===== src/hdl/cpsa_pkg.sv =====
// Shared constants for the capture period speed averager.
// No dependencies; used by the top level capture_period_speed_averager.
`default_nettype none

package cpsa_pkg;

    localparam int CLOCK_W    = 24;   // clock_hz register width
    localparam int PRESCALE_W = 4;    // prescale_log2 register width
    localparam int CAPTURE_W  = 16;   // capture_time field width
    localparam int SPEED_W    = 32;   // speed and average width, Q24.8
    localparam int FRAC_W     = 8;    // fraction bits of the speed
    localparam int PRESCALE_MAX_SHIFT = (1 << PRESCALE_W) - 1;

    localparam int AVG_DEPTH_DEFAULT   = 16;
    localparam int TIMER_WIDTH_DEFAULT = 16;

    localparam logic [CLOCK_W-1:0]    CLOCK_HZ_RESET = 24'd10000000;
    localparam logic [PRESCALE_W-1:0] PRESCALE_RESET = 4'd8;
    localparam logic [SPEED_W-1:0]    SPEED_MAX      = '1;

    // configuration register indexes
    localparam int CFG_INDEX_W = 1;
    localparam logic [CFG_INDEX_W-1:0] REG_CLOCK_HZ = 1'd0;
    localparam logic [CFG_INDEX_W-1:0] REG_PRESCALE = 1'd1;

endpackage

`default_nettype wire


===== src/hdl/cpsa_divider.sv =====
// Restoring radix-2 divider, one quotient bit per cycle.
// Depends on nothing; shared by the speed and average paths of the top level.
`default_nettype none

module cpsa_divider #(
    parameter int NUM_W = 36,
    parameter int DEN_W = 31
) (
    input  wire logic             aclk,
    input  wire logic             aresetn,
    input  wire logic             start,
    input  wire logic [NUM_W-1:0] dividend,
    input  wire logic [DEN_W-1:0] divisor,
    output logic                  done,
    output logic      [NUM_W-1:0] quotient
);

    localparam int CNT_W = $clog2(NUM_W + 1);

    logic             busy_reg, busy_next;
    logic             done_reg, done_next;
    logic [CNT_W-1:0] cnt_reg, cnt_next;
    logic [NUM_W-1:0] quot_reg, quot_next;    // dividend shifts out, quotient in
    logic [DEN_W-1:0] rem_reg, rem_next;
    logic [DEN_W-1:0] den_reg, den_next;
    logic [DEN_W:0]   trial;
    logic [DEN_W:0]   diff;

    always_comb begin
        trial = {rem_reg, quot_reg[NUM_W-1]};
        diff  = trial - {1'b0, den_reg};
    end

    always_comb begin
        busy_next = busy_reg;
        done_next = 1'b0;
        cnt_next  = cnt_reg;
        quot_next = quot_reg;
        rem_next  = rem_reg;
        den_next  = den_reg;
        if (start) begin
            busy_next = 1'b1;
            cnt_next  = CNT_W'(NUM_W);
            quot_next = dividend;
            rem_next  = '0;
            den_next  = divisor;
        end else if (busy_reg) begin
            if (!diff[DEN_W]) begin
                rem_next  = diff[DEN_W-1:0];
                quot_next = {quot_reg[NUM_W-2:0], 1'b1};
            end else begin
                rem_next  = trial[DEN_W-1:0];
                quot_next = {quot_reg[NUM_W-2:0], 1'b0};
            end
            cnt_next = cnt_reg - CNT_W'(1);
            if (cnt_reg == CNT_W'(1)) begin
                busy_next = 1'b0;
                done_next = 1'b1;
            end
        end
    end

    always_ff @(posedge aclk) begin
        if (!aresetn) begin
            busy_reg <= 1'b0;
            done_reg <= 1'b0;
            cnt_reg  <= '0;
        end else begin
            busy_reg <= busy_next;
            done_reg <= done_next;
            cnt_reg  <= cnt_next;
        end
        quot_reg <= quot_next;
        rem_reg  <= rem_next;
        den_reg  <= den_next;
    end

    assign done     = done_reg;
    assign quotient = quot_reg;

endmodule

`default_nettype wire


===== src/hdl/cpsa_ring_mem.sv =====
// Speed ring: synchronous RAM with registered read.
// Per-entry valid bits make unwritten entries read as zero after reset.
`default_nettype none

module cpsa_ring_mem #(
    parameter int DEPTH = 16,
    parameter int WIDTH = 32
) (
    input  wire logic                     aclk,
    input  wire logic                     aresetn,
    input  wire logic                     wr_en,
    input  wire logic [$clog2(DEPTH)-1:0] wr_addr,
    input  wire logic [WIDTH-1:0]         wr_data,
    input  wire logic                     rd_en,
    input  wire logic [$clog2(DEPTH)-1:0] rd_addr,
    output logic      [WIDTH-1:0]         rd_data
);

    logic [WIDTH-1:0] mem [DEPTH];
    logic [DEPTH-1:0] valid_reg;
    logic [WIDTH-1:0] rd_data_reg;
    logic             rd_valid_reg;

    always_ff @(posedge aclk) begin
        if (wr_en) begin
            mem[wr_addr] <= wr_data;
        end
        if (rd_en) begin
            rd_data_reg <= mem[rd_addr];
        end
    end

    always_ff @(posedge aclk) begin
        if (!aresetn) begin
            valid_reg    <= '0;
            rd_valid_reg <= 1'b0;
        end else begin
            if (wr_en) begin
                valid_reg[wr_addr] <= 1'b1;
            end
            if (rd_en) begin
                rd_valid_reg <= valid_reg[rd_addr];
            end
        end
    end

    assign rd_data = rd_valid_reg ? rd_data_reg : '0;

endmodule

`default_nettype wire


===== src/hdl/capture_period_speed_averager.sv =====
// Capture period tachometer with moving-average speed: top level.
// Depends on cpsa_pkg, cpsa_divider and cpsa_ring_mem.
//
// Usage:
//   s_ channel: one capture timestamp per item. The wrapping difference to
//   the previous timestamp (zero after reset) sets the period, and
//   speed_q8 = (clock_hz << 8) / (difference << prescale_log2), Q24.8.
//   A zero difference gives the all-ones speed and sets zero_interval.
//   m_ channel: one result item per input item carrying the speed, the mean
//   of the last AVG_DEPTH speeds (the new one included) and the flag.
//   cfg_ port: plain write port; the user must write it only while the
//   block is idle, the block itself does not enforce this.
// Sequencing:
//   An accepted item passes the ring read, the bit-serial divider when the
//   difference is nonzero (NUM_W = max(32, 32 + log2(AVG_DEPTH)), 36 at the
//   default depth), the sum update and the output wait; a zero difference
//   skips the divider. A non-power-of-two AVG_DEPTH adds a second divider
//   pass for the mean. One item is in work at a time: s_tready is high only
//   while the sequencer is idle; it returns there once the result is loaded.
// Reset: synchronous, active low. Config registers return to their defaults,
//   previous capture, ring index and running sum clear, all ring entries
//   read as zero through their valid bits. No clearing pass is needed.
// Stall: the result sits in the output register; the next item is accepted
//   and worked on meanwhile and waits before the output register if needed.
`default_nettype none

module capture_period_speed_averager #(
    parameter int AVG_DEPTH   = cpsa_pkg::AVG_DEPTH_DEFAULT,
    parameter int TIMER_WIDTH = cpsa_pkg::TIMER_WIDTH_DEFAULT
) (
    input  wire logic        aclk,
    input  wire logic        aresetn,
    // input items
    input  wire logic        s_tvalid,
    output logic             s_tready,
    input  wire logic [15:0] s_tdata,    // [15:0] capture_time
    // result items
    output logic             m_tvalid,
    input  wire logic        m_tready,
    output logic      [63:0] m_tdata,    // [31:0] speed_q8, [63:32] average_q8
    output logic      [0:0]  m_tuser,    // [0] zero_interval
    // configuration writes
    input  wire logic                               cfg_wr_en,
    input  wire logic [cpsa_pkg::CFG_INDEX_W-1:0]   cfg_index,
    input  wire logic [cpsa_pkg::CLOCK_W-1:0]       cfg_wdata
);

    localparam int SPEED_W = cpsa_pkg::SPEED_W;
    localparam int IDX_W   = $clog2(AVG_DEPTH);
    localparam int SUM_W   = SPEED_W + IDX_W;
    localparam int NUM_W   = (SUM_W > SPEED_W) ? SUM_W : SPEED_W;
    localparam int PDEN_W  = TIMER_WIDTH + cpsa_pkg::PRESCALE_MAX_SHIFT;
    localparam int ADEN_W  = $clog2(AVG_DEPTH + 1);
    localparam int DEN_W   = (PDEN_W > ADEN_W) ? PDEN_W : ADEN_W;
    localparam bit AVG_POW2 = (AVG_DEPTH & (AVG_DEPTH - 1)) == 0;

    // sequencer states
    localparam logic [2:0] ST_IDLE = 3'd0;
    localparam logic [2:0] ST_READ = 3'd1;   // old ring entry arrives
    localparam logic [2:0] ST_DIV  = 3'd2;   // speed division running
    localparam logic [2:0] ST_SUM  = 3'd3;   // update sum, write ring
    localparam logic [2:0] ST_AVG  = 3'd4;   // mean division running
    localparam logic [2:0] ST_OUT  = 3'd5;   // wait for output register

    logic [2:0] state_reg, state_next;

    logic [cpsa_pkg::CLOCK_W-1:0]    clock_hz_reg;
    logic [cpsa_pkg::PRESCALE_W-1:0] prescale_reg;

    logic [TIMER_WIDTH-1:0] prev_reg, prev_next;
    logic [TIMER_WIDTH-1:0] diff_reg, diff_next;
    logic [IDX_W-1:0]       idx_reg, idx_next;
    logic [SUM_W-1:0]       sum_reg, sum_next;
    logic [SPEED_W-1:0]     speed_reg, speed_next;
    logic [SPEED_W-1:0]     old_reg, old_next;
    logic [SPEED_W-1:0]     avg_reg, avg_next;
    logic                   zero_reg, zero_next;

    logic                   m_tvalid_reg, m_tvalid_next;
    logic [63:0]            m_tdata_reg, m_tdata_next;
    logic                   m_tuser_reg, m_tuser_next;

    logic                   accept;
    logic [TIMER_WIDTH-1:0] now_c;
    logic [SUM_W-1:0]       sum_upd_c;
    logic                   out_free;

    logic                   div_start;
    logic [NUM_W-1:0]       div_dividend;
    logic [DEN_W-1:0]       div_divisor;
    logic                   div_done;
    logic [NUM_W-1:0]       div_quotient;

    logic                   ring_wr_en;
    logic                   ring_rd_en;
    logic [SPEED_W-1:0]     ring_rd_data;

    assign s_tready = (state_reg == ST_IDLE);
    assign accept   = s_tvalid && s_tready;
    assign now_c    = TIMER_WIDTH'(s_tdata);
    assign out_free = !m_tvalid_reg || m_tready;

    // running sum drops the overwritten entry and adds the new speed
    assign sum_upd_c = sum_reg - SUM_W'(old_reg) + SUM_W'(speed_reg);

    // configuration registers
    always_ff @(posedge aclk) begin
        if (!aresetn) begin
            clock_hz_reg <= cpsa_pkg::CLOCK_HZ_RESET;
            prescale_reg <= cpsa_pkg::PRESCALE_RESET;
        end else if (cfg_wr_en) begin
            case (cfg_index)
                cpsa_pkg::REG_CLOCK_HZ: clock_hz_reg <= cfg_wdata;
                cpsa_pkg::REG_PRESCALE: prescale_reg <= cfg_wdata[cpsa_pkg::PRESCALE_W-1:0];
                default: ;
            endcase
        end
    end

    always_comb begin
        state_next    = state_reg;
        prev_next     = prev_reg;
        diff_next     = diff_reg;
        idx_next      = idx_reg;
        sum_next      = sum_reg;
        speed_next    = speed_reg;
        old_next      = old_reg;
        avg_next      = avg_reg;
        zero_next     = zero_reg;
        m_tvalid_next = m_tvalid_reg && !m_tready;
        m_tdata_next  = m_tdata_reg;
        m_tuser_next  = m_tuser_reg;
        div_start     = 1'b0;
        div_dividend  = NUM_W'({clock_hz_reg, {cpsa_pkg::FRAC_W{1'b0}}});
        div_divisor   = DEN_W'(diff_reg) << prescale_reg;
        ring_wr_en    = 1'b0;
        ring_rd_en    = 1'b0;

        case (state_reg)
            ST_IDLE: begin
                if (accept) begin
                    // fetch the entry this item overwrites
                    ring_rd_en = 1'b1;
                    prev_next  = now_c;
                    diff_next  = now_c - prev_reg;
                    zero_next  = (now_c == prev_reg);
                    speed_next = cpsa_pkg::SPEED_MAX;
                    state_next = ST_READ;
                end
            end
            ST_READ: begin
                old_next = ring_rd_data;
                if (zero_reg) begin
                    state_next = ST_SUM;
                end else begin
                    div_start  = 1'b1;
                    state_next = ST_DIV;
                end
            end
            ST_DIV: begin
                if (div_done) begin
                    speed_next = div_quotient[SPEED_W-1:0];
                    state_next = ST_SUM;
                end
            end
            ST_SUM: begin
                ring_wr_en = 1'b1;
                sum_next   = sum_upd_c;
                idx_next   = (idx_reg == IDX_W'(AVG_DEPTH - 1)) ? '0 : idx_reg + IDX_W'(1);
                if (AVG_POW2) begin
                    avg_next   = SPEED_W'(sum_upd_c >> IDX_W);
                    state_next = ST_OUT;
                end else begin
                    div_start    = 1'b1;
                    div_dividend = NUM_W'(sum_upd_c);
                    div_divisor  = DEN_W'(AVG_DEPTH);
                    state_next   = ST_AVG;
                end
            end
            ST_AVG: begin
                if (div_done) begin
                    avg_next   = div_quotient[SPEED_W-1:0];
                    state_next = ST_OUT;
                end
            end
            ST_OUT: begin
                if (out_free) begin
                    m_tvalid_next = 1'b1;
                    m_tdata_next  = {avg_reg, speed_reg};
                    m_tuser_next  = zero_reg;
                    state_next    = ST_IDLE;
                end
            end
            default: begin
                state_next = ST_IDLE;
            end
        endcase
    end

    always_ff @(posedge aclk) begin
        if (!aresetn) begin
            state_reg    <= ST_IDLE;
            prev_reg     <= '0;
            idx_reg      <= '0;
            sum_reg      <= '0;
            m_tvalid_reg <= 1'b0;
        end else begin
            state_reg    <= state_next;
            prev_reg     <= prev_next;
            idx_reg      <= idx_next;
            sum_reg      <= sum_next;
            m_tvalid_reg <= m_tvalid_next;
        end
        diff_reg    <= diff_next;
        speed_reg   <= speed_next;
        old_reg     <= old_next;
        avg_reg     <= avg_next;
        zero_reg    <= zero_next;
        m_tdata_reg <= m_tdata_next;
        m_tuser_reg <= m_tuser_next;
    end

    assign m_tvalid = m_tvalid_reg;
    assign m_tdata  = m_tdata_reg;
    assign m_tuser  = m_tuser_reg;

    cpsa_divider #(
        .NUM_W (NUM_W),
        .DEN_W (DEN_W)
    ) u_divider (
        .aclk     (aclk),
        .aresetn  (aresetn),
        .start    (div_start),
        .dividend (div_dividend),
        .divisor  (div_divisor),
        .done     (div_done),
        .quotient (div_quotient)
    );

    cpsa_ring_mem #(
        .DEPTH (AVG_DEPTH),
        .WIDTH (SPEED_W)
    ) u_ring (
        .aclk    (aclk),
        .aresetn (aresetn),
        .wr_en   (ring_wr_en),
        .wr_addr (idx_reg),
        .wr_data (speed_reg),
        .rd_en   (ring_rd_en),
        .rd_addr (idx_reg),
        .rd_data (ring_rd_data)
    );

    // divider finishes only while the sequencer waits on it
    assert property (@(posedge aclk) disable iff (!aresetn)
        div_done |-> (state_reg == ST_DIV || state_reg == ST_AVG))
        else $error("divider done outside a division state");

    // an accepted item always moves to the ring read
    assert property (@(posedge aclk) disable iff (!aresetn)
        accept |=> (state_reg == ST_READ))
        else $error("accepted item did not start the ring read");

    // a zero interval result carries the saturated speed
    assert property (@(posedge aclk) disable iff (!aresetn)
        (m_tvalid && m_tuser[0]) |-> (m_tdata[31:0] == cpsa_pkg::SPEED_MAX))
        else $error("zero interval without saturated speed");

    // a new result appears only from the output state
    assert property (@(posedge aclk) disable iff (!aresetn)
        (m_tvalid_next && !(m_tvalid_reg && !m_tready)) |-> (state_reg == ST_OUT))
        else $error("result loaded outside the output state");

endmodule

`default_nettype wire

===== config.mk =====
export PLATFORM = sky130hd
export DESIGN_NAME = capture_period_speed_averager
export DESIGN_NICKNAME = d
export VERILOG_FILES = /design/src/hdl/cpsa_pkg.sv /design/src/hdl/cpsa_divider.sv /design/src/hdl/cpsa_ring_mem.sv /design/src/hdl/capture_period_speed_averager.sv
export SDC_FILE = /design/constraint.sdc
export NUM_CORES = 1
export LEC_CHECK = 0
export BUFFER_PORTS_ARGS = -buffer_cell sky130_fd_sc_hd__buf_2
export CAP_MARGIN = 40
export CORE_UTILIZATION = 60
export DETAILED_ROUTE_END_ITERATION = 12
export PLACE_DENSITY = 0.77
export SETUP_SLACK_MARGIN = 0.1
export SYNTH_ARGS = -nofsm -noshare
export SYNTH_HDL_FRONTEND = slang
export SYNTH_SLANG_ARGS = --single-unit
export TNS_END_PERCENT = 20

===== constraint.sdc =====
create_clock -name aclk -period 7 [get_ports aclk]
set_clock_uncertainty 0.1 [all_clocks]
set_input_delay 1.4 -clock aclk [delete_from_list [all_inputs] [get_ports aclk]]
set_output_delay 1.4 -clock aclk [all_outputs]
set_load 0.02 [all_outputs]

==> run summary <==
R2R Path End: avg_reg[30]$_DFFE_PP_
Nets: 3125
Clock-pin slew on the worst setup and hold paths: 0.07 ns
Total Neg Setup Slack: 0 ns
Worst Setup Start Kind: register
Final slew viol count: 0
CTS tree: yes
Synth top area share: 57.7%
Routability-driven placement congestion ratio: 0.941
Vias in the first global route: 24300
DP HPWL: 57000 µm
Area growth, synth to finish: 11.7%
Routed WL: 98700 µm
Via count: 24400
Status: completed
Worst path cell trace: inv_1 -> fa_1 -> inv_1 -> ha_1 -> and3_1 -> and4_4 -> and4_4 -> a31oi_2 -> a31oi_4 -> o41a_2 -> a221oi_4 -> nand2b_2 -> xnor2_1 -> o21ai_1
# hold bufs at CTS: 0
Number of iterations in the first detailed-routing pass: 6
CTS Sinks: 933
Post-Syn Area: 40400 µm²
Worst Path Arrival: 4.79 ns
Avg Inst Size Synth: 14.3 µm²
CP bufs+invs: 2
Residual DRC: 0
I/O Pins: 113
Total of fill cells in the finished design: 4298
Largest net degree at the start of global routing: 92
Type of destination of the critical path: register
Via/cell ratio: 6.24
Clk buf depth: 3
Total Power: 15.4 mW
Mapped Nets: 3001
Initial antenna violation count: 1
Synthesis Warnings: 0
Post-DRT Antenna Nets: 0
Setup bufs post-CTS: 0
First-pass GRT wire length: 146000 µm
Gate Count Post-Synth: 2833
Die W: 262 µm
Reg2Reg Setup Slack: 2.50 ns
Main flop type after synthesis: edfxtp_1
Synth unique cells: 88
Die ar.: 68400 µm²
LEAKAGE: 15.9 nW
Tmin final: 4.50 ns
EDFF count, synth: 777
Gr usage total: 29.1%
Starting Density: 61.1%
Crit Path Category: register to register
Core ar.: 66200 µm²
Initial DRC Count: 3059
# rows: 94
Worst r2r src: speed_reg[16]$_SDFFCE_PN1P_
Worst path top cell family by delay: compound AO/OA/AOI/OAI gates
WP data required: 7.29 ns
Worst vdd rail ir drop: 233 µV
Clock buffer count from CTS: 92
Pwr Density: 341 nW/µm²
Crit path from: speed_reg[16]$_SDFFCE_PN1P_
RSZ-0062 raised after global routing: false
Sequential share of the synthesized area: 65.4%
Largest cells by area after synthesis: edfxtp_1 (58%), mux4_2 (9.3%), dfxtp_1 (7.7%), nand2_1 (3.1%), ha_1 (2.7%)
Worst-margin pin slew: 0.927 ns
H-tree levels: 3
Highest Clock Rate: 222 MHz
HP Class: register to register
Worst setup path end: avg_reg[30]$_DFFE_PP_
Global route total overflow: 0
Max Cap Violations: 0
CTS Root Cell: clkbuf_16
Worst Path Max Fanout: 18
Final setup viols: 0
Asr flop ratio synth: 0%
Max-slew headroom: 38.1%
I/O Buffers: 112
Instance count on the critical path: 14
Seq cells post-synth: 933
DR WL/cell: 25.3 µm
Clock network latency to the later pin of the worst-skew pair: 0.67 ns
FF-to-FF path depth: 14
Cell accounting for the most synthesized area: edfxtp_1
Largest stage delay on the critical path: 0.76 ns
Share of layout cells above drive strength 1: 17.6%
Largest register FFs: 512
Die Span Y: 262 µm
Part of the cycle the worst path needs: 64.2%
Hold Fails Final Rpt: 0
Slowest-stage cell, CP: edfxtp_1
Post-CTS sizing: 0
-- cell type report --
cell class	instances	area, µm²	share of cell area (%)
sequential	933	26500	58.6
multi-input combinational	1558	12800	28.3
clock buffer	127	2550	5.64
tap	864	1080	2.39
timing repair buffer	159	1000	2.22
inverter	213	800	1.77
clock inverter	46	472	1.04
antenna	2	5.00	0.0111
-- cell usage after synthesis (4+ instances only) --
| master | number |
|---|---|
| edfxtp_1 | 777 |
| nand2_1 | 335 |
| inv_1 | 208 |
| mux4_2 | 167 |
| nor2_1 | 157 |
| dfxtp_1 | 156 |
| a21oi_1 | 149 |
| clkbuf_1 | 93 |
| o21ai_0 | 90 |
| ha_1 | 88 |
| nand3_1 | 55 |
| nand2b_1 | 49 |
| and2_1 | 43 |
| xor2_1 | 42 |
| xnor2_1 | 41 |
| mux2i_1 | 38 |
| a21o_1 | 35 |
| fa_1 | 34 |
| a21boi_0 | 28 |
| buf_1 | 24 |
| nor3_1 | 22 |
| nand4_1 | 21 |
| nor2b_1 | 14 |
| and3_1 | 11 |
| mux2_2 | 11 |
| o21ai_1 | 9 |
| o21bai_1 | 9 |
| o22ai_1 | 9 |
| a31oi_1 | 8 |
| a211oi_1 | 7 |
| buf_6 | 6 |
| nor4_1 | 6 |
| o21a_1 | 6 |
| buf_2 | 4 |
| o31ai_1 | 4 |
-- report_power, final --
group          internal (mW)  switching [mW]  leakage (nW)
combinational           1.35            2.23          6.27
sequential              6.55           0.335          8.19
clock                   2.82            2.12          1.48
-- metrics by stage --
step / utilization, % / hold WS (ns) / instance area (µm²) / setup WS [ns] / cells
CTS: 68.2 / 0.319 / 45100 / 2.51 / 3900
global route: 68.2 / 0.320 / 45100 / 2.35 / 3900
finish: 68.2 / 0.318 / 45100 / 2.50 / 3902
floorplan: - / 0.300 / 40400 / 1.80 / 2833
detailed placement: 63.6 / 0.306 / 42100 / 2.61 / 3727
global placement: 63.4 / 0.303 / 42000 / 2.74 / 3721
-- how the worst min path moves through the flow --
| stage | from | to | slack (ns) | cells past startpoint |
|---|---|---|---|---|
| finish | avg_reg[8]$_DFFE_PP_ | m_tdata[40]$_DFFE_PP_ | 0.32 | 0 |
| global route | avg_reg[8]$_DFFE_PP_ | m_tdata[40]$_DFFE_PP_ | 0.32 | 0 |
| CTS | avg_reg[8]$_DFFE_PP_ | m_tdata[40]$_DFFE_PP_ | 0.32 | 0 |
| detailed placement | avg_reg[25]$_DFFE_PP_ | m_tdata[57]$_DFFE_PP_ | 0.31 | 0 |
| global placement | avg_reg[9]$_DFFE_PP_ | m_tdata[41]$_DFFE_PP_ | 0.30 | 0 |
| floorplan | avg_reg[0]$_DFFE_PP_ | m_tdata[32]$_DFFE_PP_ | 0.30 | 0 |
-- routing by layer --
metal  track usage (%)  wire length (µm)  vias to the layer above
li1                  -                 -                    10600
met1              40.6             39200                    12200
met2              47.0             47500                     1291
met3              5.19              9420                      204
met4              9.16              2600                        0
met5                 0                 0                        -
-- cells in the final DEF (no fill, tap or decap), types with 28 or more instances in the layout --
master and instances:
buf_4 41, xnor2_1 41, mux4_2 167, buf_2 112
a21boi_0 28, nor2_1 144, nand2b_1 48, a21o_1 35
xor2_1 42, mux2i_1 38, and2_1 43, nand3_1 54
dfxtp_1 150, edfxtp_1 777, nand2_1 335, fa_1 34
o21ai_0 90, clkbuf_16 94, a21oi_1 149, ha_1 88
inv_1 207
-- logic make-up after synthesis --
| logic type | after synthesis | synth area share, % |
|---|---|---|
| fa+ha+maj | 122 | 4.41 |
| mux | 216 | 10.5 |
| buf+inv | 342 | 3.33 |
| simple gates | 735 | 8.19 |
| flops | 933 | 65.4 |
| xor+xnor | 84 | 1.84 |
| compound gates | 401 | 6.25 |
(Power assumes the default switching activity.)
